`src/rtl/pidtc_pkg.sv`:
```
// Shared types, codes and constants for the PID temperature controller.
// No dependencies; imported by pidtc_cfg, pidtc_calc, pid_temperature_controller and its testbench.

package pidtc_pkg;

  // Input function codes; code 3 is unused
  typedef enum logic [1:0] {
    FUNC_SAMPLE = 2'd0,
    FUNC_START  = 2'd1,
    FUNC_STOP   = 2'd2
  } func_e;

  // Configuration register indexes (byte address = 4 * index)
  typedef enum logic [1:0] {
    REG_SETPOINT   = 2'd0,
    REG_PROP_GAIN  = 2'd1,
    REG_INTEG_GAIN = 2'd2,
    REG_DERIV_GAIN = 2'd3
  } reg_idx_e;

  localparam int unsigned FracBits = 16;

  localparam logic [6:0]  SetpointMax   = 7'd99;
  localparam logic [7:0]  DriveMax      = 8'hFF;
  localparam logic [7:0]  DriveHalf     = 8'h80;
  localparam logic [31:0] AccPreset     = {8'd0, DriveHalf, 16'd0};
  localparam logic [31:0] AccPosLimit   = 32'h7FFF_FFFF;
  localparam logic [31:0] AccNegLimit   = 32'h8000_0000;

  localparam logic [6:0]  SetpointReset = 7'd0;
  localparam logic [15:0] PropGainReset = 16'd26214;
  localparam logic [15:0] IntegGainReset = 16'd1311;
  localparam logic [15:0] DerivGainReset = 16'd32768;

  // Scale constants: goal = sp * 255 / 100, divide done as (x * 5243) >> 19
  localparam logic [14:0] FullScale  = 15'd255;
  localparam logic [27:0] RecipHund  = 28'd5243;
  localparam int unsigned RecipShift = 19;

  // Configuration seen by the datapath
  typedef struct packed {
    logic [7:0]  goal;
    logic [15:0] prop_gain;
    logic [15:0] integ_gain;
    logic [15:0] deriv_gain;
  } pidtc_cfg_t;

  // Datapath results for one sample
  typedef struct packed {
    logic signed [8:0] err;
    logic [31:0]       acc_next;
    logic [7:0]        drive;
  } pidtc_calc_t;

  // Scale a percent setpoint to the 8-bit converter range
  function automatic logic [7:0] goal_from_percent(input logic [6:0] pct);
    logic [6:0]  sp;
    logic [14:0] scaled;
    logic [27:0] prod;
    sp     = (pct > SetpointMax) ? SetpointMax : pct;
    scaled = {8'd0, sp} * FullScale;
    prod   = {13'd0, scaled} * RecipHund;
    return prod[RecipShift +: 8];
  endfunction

endpackage

```
`src/rtl/pidtc_cfg.sv`:
```
// Configuration register file with APB-style access for the PID controller.
// Depends on pidtc_pkg for register indexes, reset values and the setpoint scaler.

module pidtc_cfg
  import pidtc_pkg::*;
(
  input  logic        clk_i,
  input  logic        rst_ni,
  input  logic        psel,
  input  logic        penable,
  input  logic        pwrite,
  input  logic [3:0]  paddr,
  input  logic [31:0] pwdata,
  output logic [31:0] prdata,
  output logic        pready,
  output pidtc_cfg_t  cfg_o
);

  logic [6:0]  setpoint_q, setpoint_d;
  logic [7:0]  goal_q, goal_d;
  logic [15:0] kp_q, kp_d;
  logic [15:0] ki_q, ki_d;
  logic [15:0] kd_q, kd_d;
  logic        wr_en;
  reg_idx_e    idx;

  assign pready = 1'b1;
  assign wr_en  = psel && penable && pwrite && pready;
  assign idx    = reg_idx_e'(paddr[3:2]);

  // Decode writes; the scaled goal is refreshed with the setpoint
  always_comb begin
    setpoint_d = setpoint_q;
    goal_d     = goal_q;
    kp_d       = kp_q;
    ki_d       = ki_q;
    kd_d       = kd_q;
    if (wr_en) begin
      case (idx)
        REG_SETPOINT: begin
          setpoint_d = pwdata[6:0];
          goal_d     = goal_from_percent(pwdata[6:0]);
        end
        REG_PROP_GAIN:  kp_d = pwdata[15:0];
        REG_INTEG_GAIN: ki_d = pwdata[15:0];
        REG_DERIV_GAIN: kd_d = pwdata[15:0];
        default: ;
      endcase
    end
  end

  always_ff @(posedge clk_i or negedge rst_ni) begin
    if (!rst_ni) begin
      setpoint_q <= SetpointReset;
      goal_q     <= goal_from_percent(SetpointReset);
      kp_q       <= PropGainReset;
      ki_q       <= IntegGainReset;
      kd_q       <= DerivGainReset;
    end else begin
      setpoint_q <= setpoint_d;
      goal_q     <= goal_d;
      kp_q       <= kp_d;
      ki_q       <= ki_d;
      kd_q       <= kd_d;
    end
  end

  // Read back the addressed register
  always_comb begin
    case (idx)
      REG_SETPOINT:   prdata = {25'd0, setpoint_q};
      REG_PROP_GAIN:  prdata = {16'd0, kp_q};
      REG_INTEG_GAIN: prdata = {16'd0, ki_q};
      REG_DERIV_GAIN: prdata = {16'd0, kd_q};
      default:        prdata = 32'd0;
    endcase
  end

  assign cfg_o.goal       = goal_q;
  assign cfg_o.prop_gain  = kp_q;
  assign cfg_o.integ_gain = ki_q;
  assign cfg_o.deriv_gain = kd_q;

endmodule

```
`src/rtl/pidtc_calc.sv`:
```
// Combinational PID datapath: error, saturating integral update and clamped drive.
// Depends on pidtc_pkg for the configuration and result structs and limits.

module pidtc_calc
  import pidtc_pkg::*;
(
  input  pidtc_cfg_t        cfg_i,
  input  logic [7:0]        sample_i,
  input  logic signed [8:0] prev_error_i,
  input  logic [31:0]       integ_acc_i,
  output pidtc_calc_t       res_o
);

  logic signed [8:0]  err;
  logic signed [9:0]  diff;
  logic signed [24:0] p_term;
  logic signed [24:0] i_term;
  logic signed [25:0] d_term;
  logic signed [32:0] acc_sum;
  logic [31:0]        acc_next;
  logic signed [33:0] total;
  logic [7:0]         drive;

  // Error and its change since the last sample
  assign err  = $signed({1'b0, cfg_i.goal}) - $signed({1'b0, sample_i});
  assign diff = $signed({err[8], err}) - $signed({prev_error_i[8], prev_error_i});

  // Gain products; Q0.16 gains times integer error give signed Q9.16 (P, I) and Q10.16 (D) terms
  assign p_term = $signed({9'd0, cfg_i.prop_gain}) * $signed({{16{err[8]}}, err});
  assign i_term = $signed({9'd0, cfg_i.integ_gain}) * $signed({{16{err[8]}}, err});
  assign d_term = $signed({10'd0, cfg_i.deriv_gain}) * $signed({{16{diff[9]}}, diff});

  // Accumulate the integral and saturate at the 32-bit limits
  assign acc_sum = $signed({integ_acc_i[31], integ_acc_i}) + $signed({{8{i_term[24]}}, i_term});

  always_comb begin
    if (acc_sum[32] != acc_sum[31]) begin
      acc_next = acc_sum[32] ? AccNegLimit : AccPosLimit;
    end else begin
      acc_next = acc_sum[31:0];
    end
  end

  // Sum the three terms, drop the fraction and clamp to the drive range
  assign total = $signed({{2{acc_next[31]}}, acc_next})
               + $signed({{9{p_term[24]}}, p_term})
               + $signed({{8{d_term[25]}}, d_term});

  always_comb begin
    if (total[33]) begin
      drive = 8'd0;
    end else if (|total[32:FracBits+8]) begin
      drive = DriveMax;
    end else begin
      drive = total[FracBits +: 8];
    end
  end

  assign res_o.err      = err;
  assign res_o.acc_next = acc_next;
  assign res_o.drive    = drive;

endmodule

```
`src/rtl/pid_temperature_controller.sv`:
```
// Top level of the positional PID temperature controller with clamped 8-bit drive.
// Depends on pidtc_pkg, pidtc_cfg (register file) and pidtc_calc (datapath).
//
//   Channel  Direction  Handshake              Payload
//   in       input      in_valid_i/in_stall_o  func_i[1:0], sample_i[7:0]
//   out      output     out_valid_o/out_stall_i drive_o[7:0]
//   cfg      input      psel/penable/pready    paddr[3:0], pwdata, prdata
//
// One transaction per cycle sustained while the output is not stalled. A transaction waits
// in the input register, where the combinational datapath (two 16x9 multiplies, one 16x10
// multiply and one add-and-clamp) runs; as it leaves, the loop state updates and its result,
// if any, is loaded into the output register.
// Reset clears the loop state, both valid flags and restores the default gains.
// The input stalls only while it holds a result-bearing transaction and the output
// register is full and stalled; start, ignored samples and unused codes never stall.

module pid_temperature_controller
  import pidtc_pkg::*;
(
  input  logic        clk_i,
  input  logic        rst_ni,
  input  logic        in_valid_i,
  output logic        in_stall_o,
  input  logic [1:0]  func_i,
  input  logic [7:0]  sample_i,
  output logic        out_valid_o,
  input  logic        out_stall_i,
  output logic [7:0]  drive_o,
  input  logic        psel,
  input  logic        penable,
  input  logic        pwrite,
  input  logic [3:0]  paddr,
  input  logic [31:0] pwdata,
  output logic [31:0] prdata,
  output logic        pready
);

  pidtc_cfg_t  cfg;
  pidtc_calc_t calc;

  logic              s1_valid_q, s1_valid_d;
  logic [1:0]        s1_func_q;
  logic [7:0]        s1_sample_q;
  logic              running_q, running_d;
  logic [31:0]       integ_acc_q, integ_acc_d;
  logic signed [8:0] prev_error_q, prev_error_d;
  logic              out_valid_q, out_valid_d;
  logic [7:0]        drive_q;
  logic              in_accept;
  logic              s1_has_result;
  logic              out_free;
  logic              s1_adv;
  logic              out_load;

  pidtc_cfg u_cfg (
    .clk_i   (clk_i),
    .rst_ni  (rst_ni),
    .psel    (psel),
    .penable (penable),
    .pwrite  (pwrite),
    .paddr   (paddr),
    .pwdata  (pwdata),
    .prdata  (prdata),
    .pready  (pready),
    .cfg_o   (cfg)
  );

  pidtc_calc u_calc (
    .cfg_i        (cfg),
    .sample_i     (s1_sample_q),
    .prev_error_i (prev_error_q),
    .integ_acc_i  (integ_acc_q),
    .res_o        (calc)
  );

  // Pipeline control
  assign s1_has_result = (s1_func_q == FUNC_STOP) || ((s1_func_q == FUNC_SAMPLE) && running_q);
  assign out_free      = !out_valid_q || !out_stall_i;
  assign s1_adv        = s1_valid_q && (!s1_has_result || out_free);
  assign out_load      = s1_adv && s1_has_result;
  assign in_stall_o    = s1_valid_q && !s1_adv;
  assign in_accept     = in_valid_i && !in_stall_o;

  assign s1_valid_d  = in_accept || (s1_valid_q && !s1_adv);
  assign out_valid_d = out_load || (out_valid_q && out_stall_i);

  // Update loop state as a transaction leaves the input register
  always_comb begin
    running_d    = running_q;
    integ_acc_d  = integ_acc_q;
    prev_error_d = prev_error_q;
    if (s1_adv) begin
      case (s1_func_q)
        FUNC_START: begin
          running_d    = 1'b1;
          integ_acc_d  = AccPreset;
          prev_error_d = '0;
        end
        FUNC_STOP: running_d = 1'b0;
        FUNC_SAMPLE: begin
          if (running_q) begin
            integ_acc_d  = calc.acc_next;
            prev_error_d = calc.err;
          end
        end
        default: ;
      endcase
    end
  end

  always_ff @(posedge clk_i or negedge rst_ni) begin
    if (!rst_ni) begin
      s1_valid_q   <= 1'b0;
      out_valid_q  <= 1'b0;
      running_q    <= 1'b0;
      integ_acc_q  <= '0;
      prev_error_q <= '0;
    end else begin
      s1_valid_q   <= s1_valid_d;
      out_valid_q  <= out_valid_d;
      running_q    <= running_d;
      integ_acc_q  <= integ_acc_d;
      prev_error_q <= prev_error_d;
    end
  end

  // Capture payloads
  always_ff @(posedge clk_i) begin
    if (in_accept) begin
      s1_func_q   <= func_i;
      s1_sample_q <= sample_i;
    end
    if (out_load) begin
      drive_q <= (s1_func_q == FUNC_STOP) ? DriveHalf : calc.drive;
    end
  end

  assign out_valid_o = out_valid_q;
  assign drive_o     = drive_q;

  // Start presets the loop state
  a_start_preset: assert property (@(posedge clk_i) disable iff (!rst_ni)
    (s1_adv && (s1_func_q == FUNC_START)) |=>
      (running_q && (integ_acc_q == AccPreset) && (prev_error_q == '0)))
    else $error("start did not preset the loop state");

  // Stop halts the loop and presents the midpoint drive
  a_stop_midpoint: assert property (@(posedge clk_i) disable iff (!rst_ni)
    (s1_adv && (s1_func_q == FUNC_STOP)) |=>
      (!running_q && out_valid_q && (drive_q == DriveHalf)))
    else $error("stop did not give the midpoint drive");

  // Input backpressure only comes from a full, stalled output
  a_stall_cause: assert property (@(posedge clk_i) disable iff (!rst_ni)
    in_stall_o |-> (s1_valid_q && s1_has_result && out_valid_q && out_stall_i))
    else $error("input stalled without output backpressure");

endmodule

```
`config.mk`:
```
export PLATFORM = sky130hd
export DESIGN_NAME = pid_temperature_controller
export DESIGN_NICKNAME = d
export VERILOG_FILES = /design/src/rtl/pidtc_pkg.sv /design/src/rtl/pidtc_cfg.sv /design/src/rtl/pidtc_calc.sv /design/src/rtl/pid_temperature_controller.sv
export SDC_FILE = /design/constraint.sdc
export NUM_CORES = 2
export LEC_CHECK = 0
export ABC_AREA = 1
export BUFFER_PORTS_ARGS = -buffer_cell sky130_fd_sc_hd__buf_2
export CAP_MARGIN = 0
export CORE_AREA = 2 2 228 230
export DETAILED_ROUTE_END_ITERATION = 7
export DIE_AREA = 0 0 230 232
export HOLD_SLACK_MARGIN = 0.06
export PLACE_DENSITY = 0.89
export REMOVE_ABC_BUFFERS = 1
export SETUP_SLACK_MARGIN = 0.2
export SLEW_MARGIN = 20
export SYNTH_ARGS = -nofsm -noshare
export SYNTH_HDL_FRONTEND = slang
export SYNTH_HIERARCHICAL = 1
export SYNTH_SLANG_ARGS = --single-unit
export TNS_END_PERCENT = 1
```
`constraint.sdc`:
```
create_clock -name clk_i -period 14.4 [get_ports clk_i]
set_input_delay 0.72 -clock clk_i [delete_from_list [all_inputs] [get_ports clk_i]]
set_output_delay 0.72 -clock clk_i [all_outputs]
set_load 0.005 [all_outputs]
```
; Word level (Yosys, flattened, before mapping)
; Index checks and enable logic that the tools add are counted.
[word_totals]
ff_bits = 125
latch_bits = 0
ramBits = 0
rom_bits = 0
output_inout_bits = 43
word_cells = 73
n_memories = 0
[classes]
n_addsub = 5
multipliers = 5
div = 0
order_cmp = 1
eq_ne = 7
shifts = 0
n_mux = 11
bitwise_logic = 0
reduce_logical = 30
[ops]
columns = op, n
row1 = one-hot mux 32 bit (4 select lines), 1
row2 = 2-to-1 mux 32 bit, 3
row3 = adder 32 x 25 -> 33 bit, 2
row4 = one-hot mux 32 bit (2 select lines), 1
row5 = multiplier 17 x 9 -> 25 bit, 2
row6 = adder 33 x 26 -> 34 bit, 1
row7 = "multiplier 15 x 13 -> 27 bit, second input constant", 1
row8 = multiplier 17 x 10 -> 26 bit, 1
row9 = one-hot mux 9 bit (2 select lines), 1
row10 = 2-to-1 mux 8 bit, 2
row11 = "multiplier 7 x 8 -> 15 bit, second input constant", 1
row12 = AND reduction 2 bit, 5
row13 = subtractor 9 x 9 -> 10 bit, 1
row14 = 2-to-1 mux 9 bit, 1
row15 = OR reduction 9 bit, 1
row16 = subtractor 8 x 8 -> 9 bit, 1
row17 = logical AND 1 bit, 8
row18 = "> comparator 7 bit, second input constant", 1
row19 = 2-to-1 mux 7 bit, 1
row20 = "== test 2 bit, second input constant", 3
row21 = logical NOT 1 bit, 5
row22 = logical OR 1 bit, 5
row23 = "== test 2 x 1 -> 1 bit, second input constant", 2
row24 = logical NOT 2 bit, 2
row25 = other kinds (6), 7

; Depth between registers and ports, before layout
[depth]
ltp_word = 11
ltp_mapped = 73
mapped_depth_nobuf = 71

; Modules after synthesis
; The synthesis kept the hierarchy.
[modules_own_cells]
columns = mod, instances, cells_each, area_each_um2, seq_area_each_um2
row1 = pidtc_calc, 1, 2536, 18970.7, 0.0
row2 = pidtc_cfg, 1, 1049, 8346.8, 1596.5
row3 = pid_temperature_controller, 1, 332, 2884.0, 1641.6

; Least setup slack after synthesis
; OpenSTA, ideal clock, no wires.
[synth_path]
path_type = reg-to-reg
from = register u_cfg.goal_q[0]
to = register drive_q[7] (netlist: drive_o[7]), data pin
setup_time_ps = 262
arrival_time_ps = 11358
t_required_ps = 14138
path_slack_ps = 2780
stages_incl_launch_ff = 71
path_buffers = 2
path_cell_list = dfrtp_1 > inv_1 > ha_1 > inv_1 > fa_1 > nand2_1 > inv_1 > o21ai_0 > nand2_1 > nand2_1 > nand2_1 > a21oi_1 > or2_2 > nand2_1 > clkinv_1 > clkbuf_1 > nand2_1 > fa_1 > (+35 left out) > fa_1 > inv_1 > ha_1 > a21oi_1 > o21ai_0 > a211oi_1 > nand2_1 > nand2_1 > nand2_1 > clkinv_1 > nand2_1 > nor2_2 > nand3_2 > nor2_4 > nand3_1 > nand2_1 > inv_1 > or2_2
[synth_rtl]
columns = item, line_no
row1 = "start, declared", pidtc_cfg.sv:20  ; logic [7:0] goal_q, goal_d;
row2 = "start signal, assigned", pidtc_cfg.sv:55  ; goal_q <= goal_from_percent(SetpointReset);
row3 = "start signal, assigned", pidtc_cfg.sv:61  ; goal_q <= goal_d;
row4 = "end signal, assigned", pid_temperature_controller.sv:134  ; drive_q <= (s1_func_q == FUNC_STOP) ? DriveHalf : calc.drive;
row5 = "end, declared", pid_temperature_controller.sv:48  ; logic [7:0] drive_q;

==> flow_summary.ini <==
[status]
status = complete, no violations

[worst_setup_path]
cp_slowest_stage_delay_ps = 610
required_ps = 14630
setup.worst_path.class = reg2reg
start_kind = register
crit_arrival_ps = 13380
cpMaxStageDelayCell = o21ai_0
crit_path_end_kind = register
crit_top_cell = nand2_1
reg2reg_slack_ps = 1250
path_max_fanout = 23

[placed_design]
io_buffer_count = 60
place.gp.congestion = 0.9515
dp_hpwl_um = 64280

[clock_network]
clock-sinks = 125
tritoncts = yes
cts_buffers = 17
clk_pin_slew_ps = 70
cts.path.max_buffers = 2
postCtsSetupBuffers = 0
clk_latency_ps = 470
htreeDepth = 4
hold_buffers = 0
cts_resized = 0
cts-root-buf = clkbuf_16

[run]
max-cap-violations = 0

[route]
drtPass1Iterations = 8
vias = 26270
wire_per_inst_um = 17.12
drt_iter0_markers = 2402
viasPerCell = 5.671
routed_wl_um = 79300
drc_errors = 0
ant_nets = 0

[timing]
grt_setup_unrepaired = false
finalHoldViolations = 0
min_period_over_period_pct = 91.34
skew_ps = 12.77
finalSetupTns_ps = 0
worst_pin_slew_ps = 1036
setup_viol = 0
post-route-min-period_ps = 13150
max_freq_ghz = 0.07603
slew_viol_final = 0
maxSlewHeadroom_pct = 30.78

[yosys]
synth.most_common_cell = nand2_1
yosysUniqueCellTypes = 65
async_reset_ff_share_pct = 85.60
synth_top_area_cell = fa_1
synth_commonest_cells = nand2_1, inv_1, fa_1, ha_1, nor2_1
postSynthCellCount = 3917
synthTopCellsByArea = fa_1, ha_1, nand2_1
synth_warnings = 6
avgSynthCellArea_um2 = 7.710
seq_area_frac_synth_pct = 10.72
synth_edf_count = 18
ys_seq_elements = 125
yosysTopAreaCellShare_pct = 28.11
synth.cell_area_um2 = 30200
synthFlopType = dfrtp_1

[grt]
grt.met1_usage_pct = 37.63
grt.busiest_layer = met2
use_met2_pct = 49.55
grt_antenna_before_repair = 0
grt_overflow_total = 0
grt_max_degree = 66
grt_first_pass_wirelength_um = 129200
use_met3_pct = 5.489
grtUsageTotal_pct = 30.33
grt_pass1_vias = 26590

[hold_path]
min_path_type = in2async

[finish]
antennaDiodeCount = 0
area_delta_synth_final_pct = 4.884
fin_nets = 4839
drive_gt1_share_pct = 5.845

[die]
io_pins = 96
die_x_um = 230
start_util_pct = 59.35
coreArea_um2 = 50890
num_rows = 83
dieArea_um2 = 53360
dieHeight_um = 232
## final cells by class
class                   count  area, um^2
multi-input cells        2854       23320
fillers                  4112       19210
clock buffers              20       467.9
repair buffers             83       475.5
flip-flops and latches    125        3238
clock inverters            12       98.84
inverters                 858        3221
well taps                 680       850.8
## final timing paths
kind                                                  start                          end  depth (start not counted)
worst min register to register  prev_error_q[2]$_DFFE_PN0P_  prev_error_q[2]$_DFFE_PN0P_                          2
max in group asynchronous                            rst_ni    u_cfg/kp_q[4]$_DFFE_PN0P_                          2
worst min-delay path                                 rst_ni  integ_acc_q[22]$_DFFE_PN0P_                          1
worst max register to register     s1_sample_q[2]$_DFFE_PP_     drive_o[7]$_SDFFCE_PN1P_                         72
min in group clk_i                              sample_i[2]     s1_sample_q[2]$_DFFE_PP_                          1
worst max-delay path               s1_sample_q[2]$_DFFE_PP_     drive_o[7]$_SDFFCE_PN1P_                         72
## placed cells by master (no fill, tap or decap), types with 6 or more instances in the layout
cell | synthesis | final
nand2_2 | 35 | 35
nand4_1 | 68 | 68
xnor2_1 | 58 | 57
buf_2 | 14 | 59
edfxtp_1 | 18 | 18
a21oi_1 | 170 | 170
a211oi_1 | 6 | 6
dfrtp_1 | 91 | 91
nor2_1 | 332 | 331
nand2_1 | 902 | 902
o21ai_0 | 115 | 115
nand3_1 | 93 | 93
buf_4 | 21 | 24
xor2_1 | 64 | 64
clkbuf_16 | 0 | 18
o21bai_1 | 17 | 17
nor4_1 | 7 | 7
conb_1 | 2 | 17
inv_2 | 11 | 11
clkinv_1 | 11 | 11
a31oi_1 | 11 | 11
nor3_1 | 10 | 10
nand3_2 | 9 | 9
inv_1 | 836 | 836
dfstp_2 | 16 | 16
or2_2 | 14 | 14
ha_1 | 423 | 423
fa_1 | 424 | 424
a21o_1 | 13 | 13
## layer usage
layer / vias to the layer above / share of wire [%]
li1: 12030 / -
met1: 12480 / 38
met2: 1451 / 46
met3: 304 / 9.4
met4: 0 / 6.2
met5: - / 0
## cells by family (layout without fill, tap and decap cells)
| family | count (synthesis) | after routing | synth area share (%) |
|---|---|---|---|
| XOR/XNOR | 126 | 126 | 3.865 |
| AND/OR/NAND/NOR | 1500 | 1500 | 20.78 |
| adder cells (fa/ha/maj) | 847 | 847 | 45.63 |
| buffers and inverters | 953 | 973 | 12.27 |
| AO/OA/AOI/OAI | 364 | 364 | 6.711 |
| other | 2 | 17 | 0.02487 |
| flip-flops | 125 | 125 | 10.72 |
## state kept, by name, summed over array words and instances (netlist names)
| signal | count |
|---|---|
| running_q | 1 |
| drive_o | 8 |
| out_valid_o | 1 |
| prev_error_q | 9 |
| u_cfg/goal_q | 8 |
| u_cfg/kp_q | 16 |
| u_cfg/setpoint_q | 7 |
| u_cfg/kd_q | 16 |
| u_cfg/ki_q | 16 |
| s1_func_q | 2 |
| s1_sample_q | 8 |
| s1_valid_q | 1 |
| integ_acc_q | 32 |
## stage by stage
step / setup slack (ps) / area [um^2] / std cells / util (%) / hold WS, ps
after detailed placement: 1566 / 31100 / 4600 / 61.12 / 467.4
after CTS: 1523 / 31670 / 4632 / 62.24 / 289.9
final: 1247 / 31680 / 4632 / 62.25 / 289.5
after global placement: 1749 / 31100 / 4600 / 61.12 / 457.8
after floorplan: 2439 / 29770 / 3837 / - / 424.4
after global routing: 205.9 / 31680 / 4632 / 62.25 / 320.5
## critical path: cells and delay by family, from the launching register on
kind	cells	cell delay [ps]
xor gates and xnor gates	1	150
and+or+nand+nor	30	3210
AOI/OAI and AO/OA	20	4000
buffers and inverters	11	950
DFF	1	340
adders and majority gates	10	4220
Power is not shown: default switching activity piles up to over one toggle a cycle in this logic, so the estimate is an artifact.
